--- config.mk ---
export PLATFORM = sky130hd
export DESIGN_NAME = partition_fit_allocator_unit_flat
export DESIGN_NICKNAME = d
export VERILOG_FILES = /design/src/rtl/core/pfa_pkg.sv /design/src/rtl/core/pfa_in_if.sv /design/src/rtl/core/pfa_out_if.sv /design/src/rtl/core/pfa_cfg_if.sv /design/src/rtl/core/pfa_ctrl.sv /design/src/rtl/core/pfa_dpath.sv /design/src/rtl/core/partition_fit_allocator_unit.sv /design/src/flat_wrapper.sv
export SDC_FILE = /design/constraint.sdc
export NUM_CORES = 1
export LEC_CHECK = 0
export ABC_AREA = 1
export BUFFER_PORTS_ARGS = -buffer_cell sky130_fd_sc_hd__buf_2
export CAP_MARGIN = 20
export CORE_AREA = 2 2 161 163
export CTS_BUF_LIST = sky130_fd_sc_hd__clkbuf_8
export CTS_CLUSTER_SIZE = 30
export DETAILED_ROUTE_END_ITERATION = 12
export DIE_AREA = 0 0 163 165
export MAX_ROUTING_LAYER = met4
export PLACE_DENSITY = 0.87
export SYNTH_ARGS = -nofsm -noshare
export SYNTH_HDL_FRONTEND = slang
export SYNTH_SLANG_ARGS = --single-unit
--- constraint.sdc ---
create_clock -name clk -period 9.44 [get_ports clk]
set_input_delay 0.944 -clock clk [delete_from_list [all_inputs] [get_ports clk]]
set_output_delay 0.944 -clock clk [all_outputs]
set_load 0.02 [all_outputs]
--- src/rtl/core/pfa_pkg.sv ---
`timescale 1ns / 1ps

package pfa_pkg;

  localparam int NUM_SLOTS  = 8;
  localparam int SCAN_SLOTS = (NUM_SLOTS < 8) ? NUM_SLOTS : 8;
  localparam int IDX_W      = (SCAN_SLOTS > 1) ? $clog2(SCAN_SLOTS) : 1;

  localparam int OP_W        = 1;
  localparam int SLOT_W      = 3;
  localparam int AMT_W       = 16;
  localparam int POL_W       = 2;
  localparam int CFG_IDX_W   = 2;
  localparam int CFG_DATA_W  = 2;

  localparam logic [OP_W-1:0] OP_LOAD  = 1'b0;
  localparam logic [OP_W-1:0] OP_ALLOC = 1'b1;

  localparam logic [POL_W-1:0] POL_FIRST = 2'd0;
  localparam logic [POL_W-1:0] POL_BEST  = 2'd1;
  localparam logic [POL_W-1:0] POL_WORST = 2'd2;

  localparam logic [CFG_IDX_W-1:0] CFG_FIT_POLICY = 2'd0;
  localparam logic [CFG_IDX_W-1:0] CFG_FIXED_MODE = 2'd1;

  typedef struct packed {
    logic load_we;  // write a partition from the input word
    logic start;    // latch request, clear scan state
    logic step;     // examine one partition
    logic commit;   // update chosen partition, load result register
  } pfa_cmd_t;

  typedef struct packed {
    logic is_alloc;
    logic scan_last;
  } pfa_status_t;

endpackage

--- src/rtl/core/pfa_in_if.sv ---
`timescale 1ns / 1ps

interface pfa_in_if;
  import pfa_pkg::*;

  logic              valid;
  logic              ready;
  logic [OP_W-1:0]   opcode;
  logic [SLOT_W-1:0] slot_index;
  logic [AMT_W-1:0]  amount;

  modport source (output valid, output opcode, output slot_index, output amount,
                  input ready);
  modport sink   (input valid, input opcode, input slot_index, input amount,
                  output ready);
endinterface

--- src/rtl/core/pfa_out_if.sv ---
`timescale 1ns / 1ps

interface pfa_out_if;
  import pfa_pkg::*;

  logic              valid;
  logic              ready;
  logic              granted;
  logic [SLOT_W-1:0] chosen_slot;
  logic [AMT_W-1:0]  space_left;
  logic [AMT_W-1:0]  original_size;

  modport source (output valid, output granted, output chosen_slot,
                  output space_left, output original_size, input ready);
  modport sink   (input valid, input granted, input chosen_slot,
                  input space_left, input original_size, output ready);
endinterface

--- src/rtl/core/pfa_cfg_if.sv ---
`timescale 1ns / 1ps

interface pfa_cfg_if;
  import pfa_pkg::*;

  logic                  valid;
  logic                  ready;
  logic [CFG_IDX_W-1:0]  index;
  logic [CFG_DATA_W-1:0] data;

  modport source (output valid, output index, output data, input ready);
  modport sink   (input valid, input index, input data, output ready);
endinterface

--- src/rtl/core/pfa_ctrl.sv ---
`timescale 1ns / 1ps

module pfa_ctrl (
  input  logic                 clk,
  input  logic                 rst_n,
  input  logic                 in_valid,
  output logic                 in_ready,
  output logic                 out_valid,
  input  logic                 out_ready,
  input  pfa_pkg::pfa_status_t status,
  output pfa_pkg::pfa_cmd_t    cmd
);
  import pfa_pkg::*;

  typedef enum logic [1:0] {
    S_IDLE,
    S_SCAN,
    S_DONE
  } state_t;

  state_t state_r, state_nxt;
  logic   out_valid_r, out_valid_nxt;
  logic   accept;

  assign in_ready  = (state_r == S_IDLE);
  assign out_valid = out_valid_r;
  assign accept    = in_valid && in_ready;

  always_comb begin
    state_nxt   = state_r;
    cmd         = '0;
    cmd.load_we = accept && !status.is_alloc;
    cmd.start   = accept && status.is_alloc;
    case (state_r)
      S_IDLE: begin
        if (cmd.start) state_nxt = S_SCAN;
      end
      S_SCAN: begin
        cmd.step = 1'b1;
        if (status.scan_last) state_nxt = S_DONE;
      end
      S_DONE: begin
        // result register must be free (or draining) before overwrite
        if (!out_valid_r || out_ready) begin
          cmd.commit = 1'b1;
          state_nxt  = S_IDLE;
        end
      end
      default: state_nxt = S_IDLE;
    endcase
    out_valid_nxt = cmd.commit ? 1'b1 : (out_ready ? 1'b0 : out_valid_r);
  end

  always_ff @(posedge clk) begin
    if (!rst_n) begin
      state_r     <= S_IDLE;
      out_valid_r <= 1'b0;
    end else begin
      state_r     <= state_nxt;
      out_valid_r <= out_valid_nxt;
    end
  end

endmodule

--- src/rtl/core/pfa_dpath.sv ---
`timescale 1ns / 1ps

module pfa_dpath (
  input  logic                           clk,
  input  logic                           rst_n,
  input  logic [pfa_pkg::OP_W-1:0]       in_opcode,
  input  logic [pfa_pkg::SLOT_W-1:0]     in_slot_index,
  input  logic [pfa_pkg::AMT_W-1:0]      in_amount,
  input  logic                           cfg_we,
  input  logic [pfa_pkg::CFG_IDX_W-1:0]  cfg_index,
  input  logic [pfa_pkg::CFG_DATA_W-1:0] cfg_data,
  input  pfa_pkg::pfa_cmd_t              cmd,
  output pfa_pkg::pfa_status_t           status,
  output logic                           out_granted,
  output logic [pfa_pkg::SLOT_W-1:0]     out_chosen_slot,
  output logic [pfa_pkg::AMT_W-1:0]      out_space_left,
  output logic [pfa_pkg::AMT_W-1:0]      out_original_size
);
  import pfa_pkg::*;

  // config
  logic [POL_W-1:0] fit_policy_r;
  logic             fixed_mode_r;

  // partition table
  logic [AMT_W-1:0] slot_size_r [SCAN_SLOTS];
  logic [AMT_W-1:0] slot_left_r [SCAN_SLOTS];
  logic             slot_used_r [SCAN_SLOTS];

  // scan state
  logic [AMT_W-1:0] amt_r;
  logic [IDX_W-1:0] cnt_r;
  logic             found_r;
  logic [IDX_W-1:0] best_idx_r;
  logic [AMT_W-1:0] best_left_r;
  logic [AMT_W-1:0] best_size_r;

  // result register
  logic             res_granted_r;
  logic [SLOT_W-1:0] res_slot_r;
  logic [AMT_W-1:0] res_left_r;
  logic [AMT_W-1:0] res_size_r;

  logic [AMT_W-1:0] cur_left;
  logic             fits;
  logic             take;
  logic [AMT_W-1:0] new_left;
  logic             load_ok;
  logic [IDX_W-1:0] load_idx;

  assign status.is_alloc  = (in_opcode == OP_ALLOC);
  assign status.scan_last = (cnt_r == IDX_W'(SCAN_SLOTS - 1));

  assign load_ok  = ({1'b0, in_slot_index} < (SLOT_W + 1)'(SCAN_SLOTS));
  assign load_idx = in_slot_index[IDX_W-1:0];

  assign cur_left = slot_left_r[cnt_r];
  assign fits     = !slot_used_r[cnt_r] && (cur_left >= amt_r);

  // strict compares keep the lowest index on ties; first fit never replaces
  always_comb begin
    take = 1'b0;
    if (fits) begin
      if (!found_r) begin
        take = 1'b1;
      end else begin
        case (fit_policy_r)
          POL_BEST:  take = (cur_left < best_left_r);
          POL_WORST: take = (cur_left > best_left_r);
          default:   take = 1'b0;
        endcase
      end
    end
  end

  assign new_left = best_left_r - amt_r;

  always_ff @(posedge clk) begin
    if (!rst_n) begin
      fit_policy_r <= POL_FIRST;
      fixed_mode_r <= 1'b1;
    end else if (cfg_we) begin
      if (cfg_index == CFG_FIT_POLICY) fit_policy_r <= cfg_data[POL_W-1:0];
      if (cfg_index == CFG_FIXED_MODE) fixed_mode_r <= cfg_data[0];
    end
  end

  always_ff @(posedge clk) begin
    if (!rst_n) begin
      for (int k = 0; k < SCAN_SLOTS; k++) begin
        slot_size_r[k] <= '0;
        slot_left_r[k] <= '0;
        slot_used_r[k] <= 1'b0;
      end
    end else if (cmd.load_we) begin
      if (load_ok) begin
        slot_size_r[load_idx] <= in_amount;
        slot_left_r[load_idx] <= in_amount;
        slot_used_r[load_idx] <= 1'b0;
      end
    end else if (cmd.commit && found_r) begin
      slot_left_r[best_idx_r] <= new_left;
      if (fixed_mode_r) slot_used_r[best_idx_r] <= 1'b1;
    end
  end

  always_ff @(posedge clk) begin
    if (!rst_n) begin
      cnt_r   <= '0;
      found_r <= 1'b0;
    end else if (cmd.start) begin
      cnt_r   <= '0;
      found_r <= 1'b0;
    end else if (cmd.step) begin
      cnt_r <= cnt_r + 1'b1;
      if (take) found_r <= 1'b1;
    end
  end

  always_ff @(posedge clk) begin
    if (cmd.start) amt_r <= in_amount;
    if (cmd.step && take) begin
      best_idx_r  <= cnt_r;
      best_left_r <= cur_left;
      best_size_r <= slot_size_r[cnt_r];
    end
    if (cmd.commit) begin
      res_granted_r <= found_r;
      res_slot_r    <= found_r ? SLOT_W'(best_idx_r) : '0;
      res_left_r    <= found_r ? new_left : '0;
      res_size_r    <= found_r ? best_size_r : '0;
    end
  end

  assign out_granted       = res_granted_r;
  assign out_chosen_slot   = res_slot_r;
  assign out_space_left    = res_left_r;
  assign out_original_size = res_size_r;

endmodule

--- src/rtl/core/partition_fit_allocator_unit.sv ---
`timescale 1ns / 1ps

// channel | dir | handshake     | word
// in_ch   | in  | valid / ready | opcode, slot_index, amount
// out_ch  | out | valid / ready | granted, chosen_slot, space_left, original_size
// cfg_ch  | in  | valid / ready | index (0 fit_policy, 1 fixed_mode), data
//
// A load word is written into the table in its accept cycle.
// For an allocate word the scan examines one partition per cycle, then S_DONE
// updates the chosen partition and loads the result register.
// Input is taken again while a result still waits; the update stalls on out_ch.
// Reset (rst_n low, synchronous) empties the table and sets first fit, fixed.
// cfg_ch is always ready.
module partition_fit_allocator_unit (
  input logic clk,
  input logic rst_n,
  pfa_in_if.sink    in_ch,
  pfa_out_if.source out_ch,
  pfa_cfg_if.sink   cfg_ch
);
  import pfa_pkg::*;

  pfa_cmd_t    cmd;
  pfa_status_t status;

  assign cfg_ch.ready = 1'b1;

  pfa_ctrl u_ctrl (
    .clk       (clk),
    .rst_n     (rst_n),
    .in_valid  (in_ch.valid),
    .in_ready  (in_ch.ready),
    .out_valid (out_ch.valid),
    .out_ready (out_ch.ready),
    .status    (status),
    .cmd       (cmd)
  );

  pfa_dpath u_dpath (
    .clk               (clk),
    .rst_n             (rst_n),
    .in_opcode         (in_ch.opcode),
    .in_slot_index     (in_ch.slot_index),
    .in_amount         (in_ch.amount),
    .cfg_we            (cfg_ch.valid),
    .cfg_index         (cfg_ch.index),
    .cfg_data          (cfg_ch.data),
    .cmd               (cmd),
    .status            (status),
    .out_granted       (out_ch.granted),
    .out_chosen_slot   (out_ch.chosen_slot),
    .out_space_left    (out_ch.space_left),
    .out_original_size (out_ch.original_size)
  );

endmodule

--- src/flat_wrapper.sv ---
// flat-port wrapper written by rule: the top's interface ports become plain ports
module partition_fit_allocator_unit_flat import pfa_pkg::*;
  (clk, rst_n, in_ch_valid, in_ch_opcode, in_ch_slot_index, in_ch_amount, in_ch_ready, out_ch_valid, out_ch_granted, out_ch_chosen_slot, out_ch_space_left, out_ch_original_size, out_ch_ready, cfg_ch_valid, cfg_ch_index, cfg_ch_data, cfg_ch_ready);
  pfa_in_if in_ch_i ();
  pfa_out_if out_ch_i ();
  pfa_cfg_if cfg_ch_i ();
  input logic clk;
  input logic rst_n;
  input wire logic [$bits(in_ch_i.valid)-1:0] in_ch_valid;
  input wire logic [$bits(in_ch_i.opcode)-1:0] in_ch_opcode;
  input wire logic [$bits(in_ch_i.slot_index)-1:0] in_ch_slot_index;
  input wire logic [$bits(in_ch_i.amount)-1:0] in_ch_amount;
  output wire logic [$bits(in_ch_i.ready)-1:0] in_ch_ready;
  output wire logic [$bits(out_ch_i.valid)-1:0] out_ch_valid;
  output wire logic [$bits(out_ch_i.granted)-1:0] out_ch_granted;
  output wire logic [$bits(out_ch_i.chosen_slot)-1:0] out_ch_chosen_slot;
  output wire logic [$bits(out_ch_i.space_left)-1:0] out_ch_space_left;
  output wire logic [$bits(out_ch_i.original_size)-1:0] out_ch_original_size;
  input wire logic [$bits(out_ch_i.ready)-1:0] out_ch_ready;
  input wire logic [$bits(cfg_ch_i.valid)-1:0] cfg_ch_valid;
  input wire logic [$bits(cfg_ch_i.index)-1:0] cfg_ch_index;
  input wire logic [$bits(cfg_ch_i.data)-1:0] cfg_ch_data;
  output wire logic [$bits(cfg_ch_i.ready)-1:0] cfg_ch_ready;
  assign in_ch_i.valid = in_ch_valid;
  assign in_ch_i.opcode = in_ch_opcode;
  assign in_ch_i.slot_index = in_ch_slot_index;
  assign in_ch_i.amount = in_ch_amount;
  assign in_ch_ready = in_ch_i.ready;
  assign out_ch_valid = out_ch_i.valid;
  assign out_ch_granted = out_ch_i.granted;
  assign out_ch_chosen_slot = out_ch_i.chosen_slot;
  assign out_ch_space_left = out_ch_i.space_left;
  assign out_ch_original_size = out_ch_i.original_size;
  assign out_ch_i.ready = out_ch_ready;
  assign cfg_ch_i.valid = cfg_ch_valid;
  assign cfg_ch_i.index = cfg_ch_index;
  assign cfg_ch_i.data = cfg_ch_data;
  assign cfg_ch_ready = cfg_ch_i.ready;
  partition_fit_allocator_unit u_core (.clk(clk), .rst_n(rst_n), .in_ch(in_ch_i), .out_ch(out_ch_i), .cfg_ch(cfg_ch_i));
endmodule
==> impl_metrics.ini <==
[pwr]
p_sw_frac = 0.2507
pwr-share-comb = 0.088
power_leakage_nw = 7.769
p_clk_frac = 0.354
p_seq_frac = 0.559
vdd_drop_max_mv = 0.1011
pwr_density_cell_mw_per_mm2 = 176.6
p_switching_mw = 0.8274
p_int_mw = 2.473

[sta]
grt_setup_unrepaired = no
fin_skew_ns = 0.04471
setup_violations = 0
fin_crit_ns = 4.267
worstMarginPinSlew_ns = 1.096
finalSetupTns_ns = 0
finalMaxSlewViolations = 0
hold_violations = 0
max_freq_ghz = 0.2343
max_slew_margin = 0.2686
finalCritPeriodShare = 0.4520

[cts]
htree_levels = 2
cts_hold_buf = 0
cts_buffer_depth = 3
cts_sinks = 364
path_clk_slew_ns = 0.06
insertion_delay_ns = 0.62
cts_root_buf = clkbuf_8
post_cts_resized = 0
numCtsBuffers = 54
cts_setup_buffers = 0
cts_tree = yes

[logic_synthesis]
ys_top_cells_by_count = nor2_1 (497), edfxtp_1 (343), nand2_1 (170)
netlist.area_leader.share = 0.5994
async_reset_ff_frac = 0
synth_edf_count = 343
syn_area_sq_mm = 0.01718
yosysUniqueCellTypes = 42
synthesis.nets = 1770
synth_flop_cell = edfxtp_1
syn_avg_cell_area_sq_um = 10.17
synth_area_leaders = edfxtp_1 (60%), nor2_1 (11%), o21ai_0 (4.3%), ha_1 (3.7%), nand2_1 (3.7%)
ys_warn_count = 0
syn_inst = 1689
ys_seq_area_frac = 0.6239
yosysTopAreaCell = edfxtp_1
synth.most_common_cell = nor2_1
synth_seq_cells = 364

[critical_path]
crit_path_cell_trace = buf_4, inv_1, buf_4, o21ai_0, o22ai_1, nor2_1, a31oi_1, ha_1, nand2_1, nor3_1, nand3_1, nand3_1, nand2_1, a21oi_4, buf_16
worst-endpoint-required_ns = 9.72
max_stage_delay_ns = 0.55
timing.rr.end = u_core.u_dpath.best_size_r[10]
crit_family = buffers and inverters
cpMaxStageDelayCell = buf_4
crit_path_start_kind = register
crit_path_end_kind = register
worstSetupPathType = reg2reg
path_max_fanout = 69
crit_arrival_ns = 4.55
r2r_slack_ns = 5.17
reg2reg_depth = 15
path_buf_inv = 4

[detailed_routing]
drt_first_iter_violations = 2399
drc = 0
num_vias = 13210
ant_nets = 0
viasPerCell = 6.235
routedWlPerCell_um = 20.96
drt_first_pass_iters = 6
wl_mm = 44.40

[global_routing]
grt_pass1_wl_mm = 67.30
grt_max_degree = 70
grt_usage = 0.3447
antenna_found_initial = 1
grt_pass1_vias = 12360
grt-ovfl-total = 0

[placement]
post-place-cells = 2019
gp_congestion = 0.9511
dp_hpwl_mm = 28.90
port_buffers = 66

[floorplan]
die_y_um = 165
core_area_sq_mm = 0.02504
initial_core_util = 0.6864
io_pins = 68
die_area_sq_mm = 0.02690
die_w_um = 163
rows = 58

[min_path]
hold_class = reg2reg
hold_start = u_core.u_dpath.slot_used_r[5]
hold_path_depth = 2
min_to = u_core.u_dpath.slot_used_r[5]

[finish]
fin_nets = 1829
final_layout_size_suffix_gt1_frac = 0.1214
area_growth_pct = 8.730
final_cells = 2118

[flow_run]
drv_cap = 0

[status]
run_status = finished, final reports clean
[logic make-up after synthesis]
kind of cell,after synthesis,synth area share
flip-flops,364,0.6239
AO/OA/AOI/OAI,290,0.09538
other,1,0.0002182
XOR/XNOR,6,0.003058
buffers and inverters,209,0.05140
adder cells (fa/ha/maj),52,0.03830
AND/OR/NAND/NOR,767,0.1878
[power groups by stage]
stage / Clock (mW) / Combinational, mW / Sequential [mW]
detailed placement: 0 / 0.278 / 1.88
finish: 1.17 / 0.290 / 1.84
global route: 1.23 / 0.316 / 1.85
floorplan: 0 / 0.190 / 1.87
global placement: 0 / 0.268 / 1.87
CTS: 1.15 / 0.281 / 1.84
[metal layers]
layer / vias to the layer above / share of wire / track usage / wire, um
li1: 5854 / - / - / -
met1: 6191 / 0.37 / 0.4624 / 16390
met2: 1032 / 0.46 / 0.5250 / 20610
met3: 128 / 0.14 / 0.08262 / 6223
met4: 0 / 0.027 / 0.1154 / 1183
met5: - / 0 / - / 0
[state kept, by name, indices dropped and copies added, names as in the netlist, 2 cells and up, named ones only]
| signal | count |
|---|---|
| u_core.u_dpath.slot_left_r | 128 |
| u_core.u_dpath.best_left_r | 16 |
| u_core.u_dpath.cnt_r | 3 |
| u_core.u_dpath.best_idx_r | 3 |
| u_core.u_dpath.amt_r | 16 |
| u_core.u_dpath.slot_size_r | 128 |
| u_core.u_dpath.out_original_size | 16 |
| u_core.u_ctrl.state_r | 2 |
| u_core.u_dpath.out_space_left | 16 |
| u_core.u_dpath.best_size_r | 16 |
| u_core.u_dpath.slot_used_r | 8 |
| u_core.u_dpath.fit_policy_r | 2 |
| u_core.u_dpath.out_chosen_slot | 3 |
[worst min-delay path: cells and delay by family, from the launching register on]
| family | cells | cell delay, ns |
|---|---|---|
| and+or+nand+nor | 2 | 0.12 |
| DFF | 1 | 0.31 |
[stage by stage]
step / hold slack, ns / setup slack, ns / cell area, sq um / power [mW] / util
finish: 0.4790 / 5.173 / 18680 / 3.301 / 0.7463
global route: 0.5056 / 4.861 / 18680 / 3.388 / 0.7463
CTS: 0.4784 / 4.864 / 18610 / 3.278 / 0.7432
detailed placement: 0.4658 / 4.941 / 17650 / 2.154 / 0.7049
global placement: 0.4592 / 4.805 / 17620 / 2.141 / 0.7038
floorplan: 0.4399 / 5.043 / 17180 / 2.057 / -
[cell usage in the layout (no fill, tap or decap), types with 2 or more instances in the layout]
master,instances
nor2_1,497
edfxtp_1,343
nand2_1,170
o21ai_0,148
inv_1,144
buf_2,66
clkbuf_8,56
ha_1,51
a21oi_1,49
nand3_1,36
o22ai_1,33
a31oi_1,31
nor2_2,20
clkinv_1,19
dfxtp_1,19
nand2_4,12
nand2_2,10
nor2_4,10
o21ai_2,10
buf_4,7
nand4_1,5
a21boi_1,5
inv_2,4
xnor2_1,4
o21a_1,3
o21ai_4,3
buf_16,3
a21o_1,2
nor3_1,2
inv_4,2
nor2_8,2
a21boi_0,2
xor2_1,2
dfxtp_2,2
clkinvlp_4,2
[final cells by class]
type	count	area [sq um]
fill	1617	6352
clock buffer	56	770.7
multi-input combinational	1116	5592
sequential	364	10720
antenna	1	2.502
timing repair buffer	77	485.5
inverter	135	511.7
tap	330	412.9
clock inverter	39	186.4
[worst max-delay path by stage]
stage                                           to  slack, ns  cells after the start  startpoint
floorplan             u_core.u_dpath.best_idx_r[0]       5.04                     16    register
global placement    u_core.u_dpath.best_size_r[10]       4.81                     13    register
detailed placement  u_core.u_dpath.best_size_r[10]       4.94                     14    register
CTS                 u_core.u_dpath.best_size_r[10]       4.86                     14    register
global route        u_core.u_dpath.best_size_r[10]       4.86                     15    register
finish              u_core.u_dpath.best_size_r[10]       5.17                     15    register
(Power assumes the default switching activity.)
